`src/sv/point_segment_squared_distance_defines.svh`:
```
// Assertion macros used by the point-to-segment distance RTL.
// Standalone header; no dependencies.
`ifndef POINT_SEGMENT_SQUARED_DISTANCE_DEFINES_SVH
`define POINT_SEGMENT_SQUARED_DISTANCE_DEFINES_SVH

// Same-cycle implication, disabled during reset.
`define PSD_ASSERT_IMPLIES(lbl, ck, rn, pre, post, msg) \
    lbl: assert property (@(posedge ck) disable iff (!(rn)) (pre) |-> (post)) \
        else $error(msg);

// Next-cycle implication, disabled during reset.
`define PSD_ASSERT_NEXT(lbl, ck, rn, pre, post, msg) \
    lbl: assert property (@(posedge ck) disable iff (!(rn)) (pre) |=> (post)) \
        else $error(msg);

`endif

```
`src/sv/psd_pkg.sv`:
```
// Types and width constants for the point-to-segment squared distance block.
// No dependencies.
package psd_pkg;

    localparam int COORD_BITS  = 12;
    localparam int DIFF_W      = COORD_BITS + 1;      // coordinate differences
    localparam int PROD_W      = 2 * COORD_BITS + 2;  // products of differences
    localparam int SUM_W       = 2 * COORD_BITS + 3;  // dot and cross products
    localparam int MAG_W       = 2 * COORD_BITS + 2;  // squared magnitudes
    localparam int U_W         = 2 * COORD_BITS + 2;  // |cross|
    localparam int NQ_W        = MAG_W;               // divisor |n|^2
    localparam int QB          = MAG_W;               // quotient bits
    localparam int N_W         = 2 * U_W;             // dividend |cross|^2
    localparam int DIST_W      = 25;
    localparam int THRESH_W    = 25;
    localparam int CMP_W       = (MAG_W > THRESH_W) ? MAG_W : THRESH_W;
    localparam int SAT_W       = (MAG_W > DIST_W) ? MAG_W : DIST_W;

    localparam logic [1:0] CASE_A      = 2'd0;
    localparam logic [1:0] CASE_B      = 2'd1;
    localparam logic [1:0] CASE_INNER  = 2'd2;
    localparam logic [1:0] CASE_DEGEN  = 2'd3;

    typedef struct packed {
        logic signed [COORD_BITS-1:0] a_x;
        logic signed [COORD_BITS-1:0] a_y;
        logic signed [COORD_BITS-1:0] b_x;
        logic signed [COORD_BITS-1:0] b_y;
        logic signed [COORD_BITS-1:0] p_x;
        logic signed [COORD_BITS-1:0] p_y;
    } query_t;

    typedef struct packed {
        logic [DIST_W-1:0] squared_distance;
        logic [1:0]        closest_case;
    } result_t;

    // side data carried alongside the divider
    typedef struct packed {
        logic [1:0]       kind;
        logic [MAG_W-1:0] dist_end;
    } tag_t;

endpackage

```
`src/sv/psd_div_pipe.sv`:
```
// Pipelined restoring divider, one quotient bit per stage.
// Depends on psd_pkg.
module psd_div_pipe (
    input  logic                        clk,
    input  logic                        rst_n,
    input  logic                        enable,
    input  logic                        in_valid,
    input  logic [psd_pkg::N_W-1:0]     dividend,
    input  logic [psd_pkg::NQ_W-1:0]    divisor,
    input  psd_pkg::tag_t               in_tag,
    output logic                        out_valid,
    output logic [psd_pkg::QB-1:0]      quotient,
    output psd_pkg::tag_t               out_tag
);

    localparam int STAGES = psd_pkg::QB;
    localparam int NQ_W   = psd_pkg::NQ_W;
    localparam int QB     = psd_pkg::QB;

    logic [STAGES-1:0] valid_reg;
    logic [NQ_W-1:0]   rem_reg [STAGES];
    logic [QB-1:0]     lo_reg  [STAGES];
    logic [NQ_W-1:0]   d_reg   [STAGES];
    psd_pkg::tag_t     tag_reg [STAGES];

    logic [NQ_W-1:0]   rem_next [STAGES];
    logic [QB-1:0]     lo_next  [STAGES];
    logic [NQ_W-1:0]   d_next   [STAGES];
    psd_pkg::tag_t     tag_next [STAGES];

    // quotient is known to fit QB bits, so the top half of the dividend
    // is already a valid partial remainder
    for (genvar k = 0; k < STAGES; k++)
    begin : g_stage
        logic [NQ_W-1:0] rem_in;
        logic [QB-1:0]   lo_in;
        logic [NQ_W:0]   trial;
        logic            ge;

        if (k == 0)
        begin : g_first
            assign rem_in      = dividend[psd_pkg::N_W-1:QB];
            assign lo_in       = dividend[QB-1:0];
            assign d_next[k]   = divisor;
            assign tag_next[k] = in_tag;
        end
        else
        begin : g_rest
            assign rem_in      = rem_reg[k-1];
            assign lo_in       = lo_reg[k-1];
            assign d_next[k]   = d_reg[k-1];
            assign tag_next[k] = tag_reg[k-1];
        end

        always_comb
        begin
            trial = {rem_in, lo_in[QB-1]};
            ge    = (trial >= {1'b0, d_next[k]});
            if (ge)
                rem_next[k] = NQ_W'(trial - {1'b0, d_next[k]});
            else
                rem_next[k] = NQ_W'(trial);
            lo_next[k] = {lo_in[QB-2:0], ge};
        end
    end

    always_ff @(posedge clk or negedge rst_n)
    begin
        if (!rst_n)
            valid_reg <= '0;
        else if (enable)
            valid_reg <= {valid_reg[STAGES-2:0], in_valid};
    end

    always_ff @(posedge clk)
    begin
        if (enable)
        begin
            for (int k = 0; k < STAGES; k++)
            begin
                rem_reg[k] <= rem_next[k];
                lo_reg[k]  <= lo_next[k];
                d_reg[k]   <= d_next[k];
                tag_reg[k] <= tag_next[k];
            end
        end
    end

    assign out_valid = valid_reg[STAGES-1];
    assign quotient  = lo_reg[STAGES-1];
    assign out_tag   = tag_reg[STAGES-1];

endmodule

```
`config.mk`:
```
export PLATFORM = sky130hd
export DESIGN_NAME = psd_div_pipe
export DESIGN_NICKNAME = d
export VERILOG_FILES = /design/src/sv/point_segment_squared_distance_defines.svh /design/src/sv/psd_pkg.sv /design/src/sv/psd_div_pipe.sv
export SDC_FILE = /design/constraint.sdc
export NUM_CORES = 2
export LEC_CHECK = 0
export BUFFER_PORTS_ARGS = -buffer_cell sky130_fd_sc_hd__buf_2
export CORE_AREA = 2 2 469 471
export DETAILED_ROUTE_END_ITERATION = 8
export DIE_AREA = 0 0 471 473
export GPL_ROUTABILITY_DRIVEN = 0
export GPL_TIMING_DRIVEN = 0
export PLACE_DENSITY = 0.73
export SKIP_LAST_GASP = 1
export SYNTH_ARGS = -nofsm -noshare
export SYNTH_HDL_FRONTEND = slang
export SYNTH_SLANG_ARGS = --single-unit
export TNS_END_PERCENT = 20
```
`constraint.sdc`:
```
create_clock -name clk -period 3.3 [get_ports clk]
set_input_delay 0.66 -clock clk [delete_from_list [all_inputs] [get_ports clk]]
set_output_delay 0.66 -clock clk [all_outputs]
set_load 0.005 [all_outputs]
```
==> metrics.md <==
| Metric | Value |
|---|---|
| Fin worst setup slack | -0.318 ns |
| Initial core utilization | 56.6% |
| Status | complete, but fails checks |
| Drt pass-1 iters | 9 |
| FF+latch count, synth | 2730 |
| DP Wirelength | 173000 um |
| Commonest non-fill, non-tap cell in the layout | edfxtp_1 |
| Leakage | 56.5 nW |
| DRC viols | 2 |
| Root buffer cell | clkbuf_16 |
| Worst R2R Setup Slack | -0.32 ns |
| Drt wl/cell | 20.0 um |
| Core Footprint | 0.218 mm2 |
| Delay-heaviest family, CP | compound AO/OA/AOI/OAI gates |
| Area share of the largest cell type after synthesis | 65.8% |
| DIE WIDTH | 471 um |
| Total GRT Usage | 22.2% |
| Unrepaired setup endpoints after global routing | yes |
| Iteration-0 DRC Markers | 6782 |
| Worst skew pair latency | 0.94 ns |
| Share of cells above drive strength 1 | 16.1% |
| Final nets | 10663 |
| Clock Path Buffers | 4 |
| Synth area leaders | edfxtp_1, ha_1, inv_1 |
| CTS tree | built |
| DR vias | 75572 |
| Startpoint Class | flop |
| R2R depth | 15 |
| H-tree Lvls | 5 |
| Hold Path Origin | dividend[41] |
| Unique masters post-synth | 92 |
| Hold Slack | 0.0680 ns |
| Vias in the first global route | 74033 |
| Final core utilization | 66.1% |
| Post-synth ARST share | 0.952% |
| Net Count, Synth | 9846 |
| Crit path buffers/inverters | 3 |
| Via density per instance | 5.84 |
| Fin crit share | 110% |
| Layout Skew | 0.0623 ns |
| # rows | 172 |
| Post-layout min period | 3.62 ns |
| Sink Count | 2730 |
| Met3 WL | 16900 um |
| I/O Pins | 165 |
| Maxcap violations | 0 |
| Routed wl met2 | 126000 um |
| Largest net degree at the start of global routing | 188 |
| Crit path kind | reg2reg |
| Worst path cell trace | inv_1 -> ha_1 -> inv_1 -> fa_2 -> a21o_1 -> a221o_1 -> o211ai_1 -> buf_4 -> a21boi_0 -> nor3_1 -> o21ai_2 -> a221o_1 -> a21oi_2 -> xnor2_1 -> mux2_2 |
| Synthesis-to-finish area growth | 16.9% |
| Routed Antenna Nets | 0 |
| EDFF count, synth | 2704 |
| Primary FF master, synth | edfxtp_1 |
| Fin. Hold Viols | 0 |
| Worst-margin pin slew | 0.993 ns |
| Min-Delay Path Depth | 3 |
| Final Slew Violations | 0 |
| RR Endpoint | rem_reg[1][232] |
| Highest metal used | met4 |
| Initial antenna violation count | 7 |
| Stages on worst setup path | 15 |
| Failing checks | DRC, setup timing |
| Port-buffer cells | 164 |
| Data required, critical path | 3.98 ns |
| Synth area leader | edfxtp_1 |
| R2R Path Start | lo_reg[1][207] |
| Most frequent cells in the layout | edfxtp_1, inv_1, ha_1, nand2_1, a21oi_1 |
| CP Max Fanout | 2 |
| Die footprint | 0.223 mm2 |
| Syn Inst Count | 9035 |
| Slew HR | 33.8% |
| CP max stage cell | edfxtp_1 |
| Avg Cell Area, Syn | 13.7 um2 |
| TritonCTS Buffers | 302 |
| Final setup viols | 249 |
| YS warnings | 0 |
| VDD IR max | 0.722 mV |
| Global-route wire length before repair | 394000 um |
| Hold EP | rem_reg[0][16] |
| DRT met1 WL | 104000 um |
| Largest register FFs | 728 |
| Post-synthesis sequential area ratio | 66.3% |
| CP endpoint kind | flop |
| Die span in y | 473 um |
| Hold crit path type | in2reg |
| Arrival time worst endpoint | 4.29 ns |
| Clock transition at path regs | 0.06 ns |
| Power Dens Cells | 953 mW/mm2 |
| GRT overflow | 0 |
| CP max stage delay | 0.42 ns |
| Max frequency | 276 MHz |
| Cell area after synthesis | 0.123 mm2 |
| # fillers | 14931 |
| DRT Wirelength | 259000 um |
kinds of logic (layout without fill, tap and decap cells):
family                   count (synthesis)  count (layout)  share of synthesized area, %
AND/OR/NAND/NOR                       1664            1665                          6.33
flip-flops                            2730            2730                          66.3
XOR/XNOR                               546             546                          3.87
other                                    0               5                             0
adder cells (fa/ha/maj)                701             701                          7.26
buffers and inverters                 1028            2067                          3.16
AO/OA/AOI/OAI                         2093            2093                          10.6
multiplexers                           273             273                          2.50
power by group:
part | switching, mW | internal (mW) | leakage [nW] | total [mW]
clock | 12.9 | 19.2 | 4.60 | 32.1
combinational | 30.4 | 24.0 | 25.1 | 54.3
sequential | 3.74 | 47.3 | 26.8 | 51.0
total | 47.1 | 90.4 | 56.5 | 137
tightest hold or removal path: stages:
cell     delay, ns
buf_2         0.10
nand2_1       0.05
o21ai_0       0.06
routing by layer:
layer / vias up / track usage (%)
met5: - / 0
met2: 3136 / 37.6
met4: 0 / 9.90
met3: 794 / 3.74
li1: 35300 / -
met1: 36342 / 28.2
area by class of cell:
type                    instances  area, um2  share of cell area, %
plain buffers                 174       1110                  0.773
clock inverters               172       1600                   1.11
clock buffers                 355       7880                   5.46
flip-flops and latches       2730      81800                   56.7
diodes                          5       12.5                0.00867
inverters                     841       3160                   2.19
well taps                    2871       3590                   2.49
repair buffers                525       4550                   3.15
multi-input cells            5278      40500                   28.1
cells in the mapped netlist (13+ instances only):
cell and count:
dfrtp_1 26, nor2b_1 81, a211o_1 22, and2_1 22
nor2_1 371, mux2_2 238, and3_1 54, o211ai_1 21
o21a_1 72, a211oi_1 62, o21ai_0 555, o31a_1 14
a31oi_1 73, clkbuf_1 155, inv_1 841, or2_2 21
xor2_1 240, buf_2 16, a21oi_1 604, nand3_1 120
edfxtp_1 2704, xnor2_1 306, a41oi_1 18, nand2_1 609
o31ai_1 48, ha_1 676, a221oi_1 16, a311oi_1 15
nand4_1 106, o21bai_1 77, or3_1 25, nor3_1 98
a21boi_0 13, nor4_1 22, nand2b_1 79, mux2i_1 17
a21o_1 347, a2111oi_0 15, fa_1 25
timing repair:
| action | 4_1_cts | 5_1_grt |
|---|---|---|
| hold buffers | 85 | 0 |
| cloned | 15 | 6 |
| hold endpoints to repair | 110 | 0 |
| endpoints found under the setup margin | 1291 | 866 |
| setup buffers | 49 | 192 |
| pin swaps | 41 | 210 |
| resized for setup | 246 | 637 |
worst max-delay path by stage:
stage / from / to / slack [ns]
after floorplan: divisor[1] / rem_reg[0][6] / -0.09
after global placement: enable / tag_reg[1][256] / -40.50
after detailed placement: enable / tag_reg[1][266] / -3.63
after CTS: d_reg[0][264] / rem_reg[0][298] / -0.31
after global routing: d_reg[0][183] / rem_reg[0][230] / -0.44
final: lo_reg[1][207] / rem_reg[1][232] / -0.32
metrics by stage:
| step | TNS (ns) | power, mW | instance area, um2 | setup slack, ns | cells |
|---|---|---|---|---|---|
| after global placement | - | 95.1 | 128000 | -40.50 | 12070 |
| after CTS | -117.09 | 132 | 141000 | -0.307 | 12757 |
| final | -37.19 | 137 | 144000 | -0.318 | 12951 |
| after detailed placement | -2752.80 | 96.9 | 128000 | -3.63 | 12086 |
| after floorplan | -4.35 | 84.0 | 124000 | -0.0892 | 9035 |
| after global routing | -102.92 | 145 | 144000 | -0.438 | 12949 |
No activity file was read; power rests on OpenSTA's default activity.
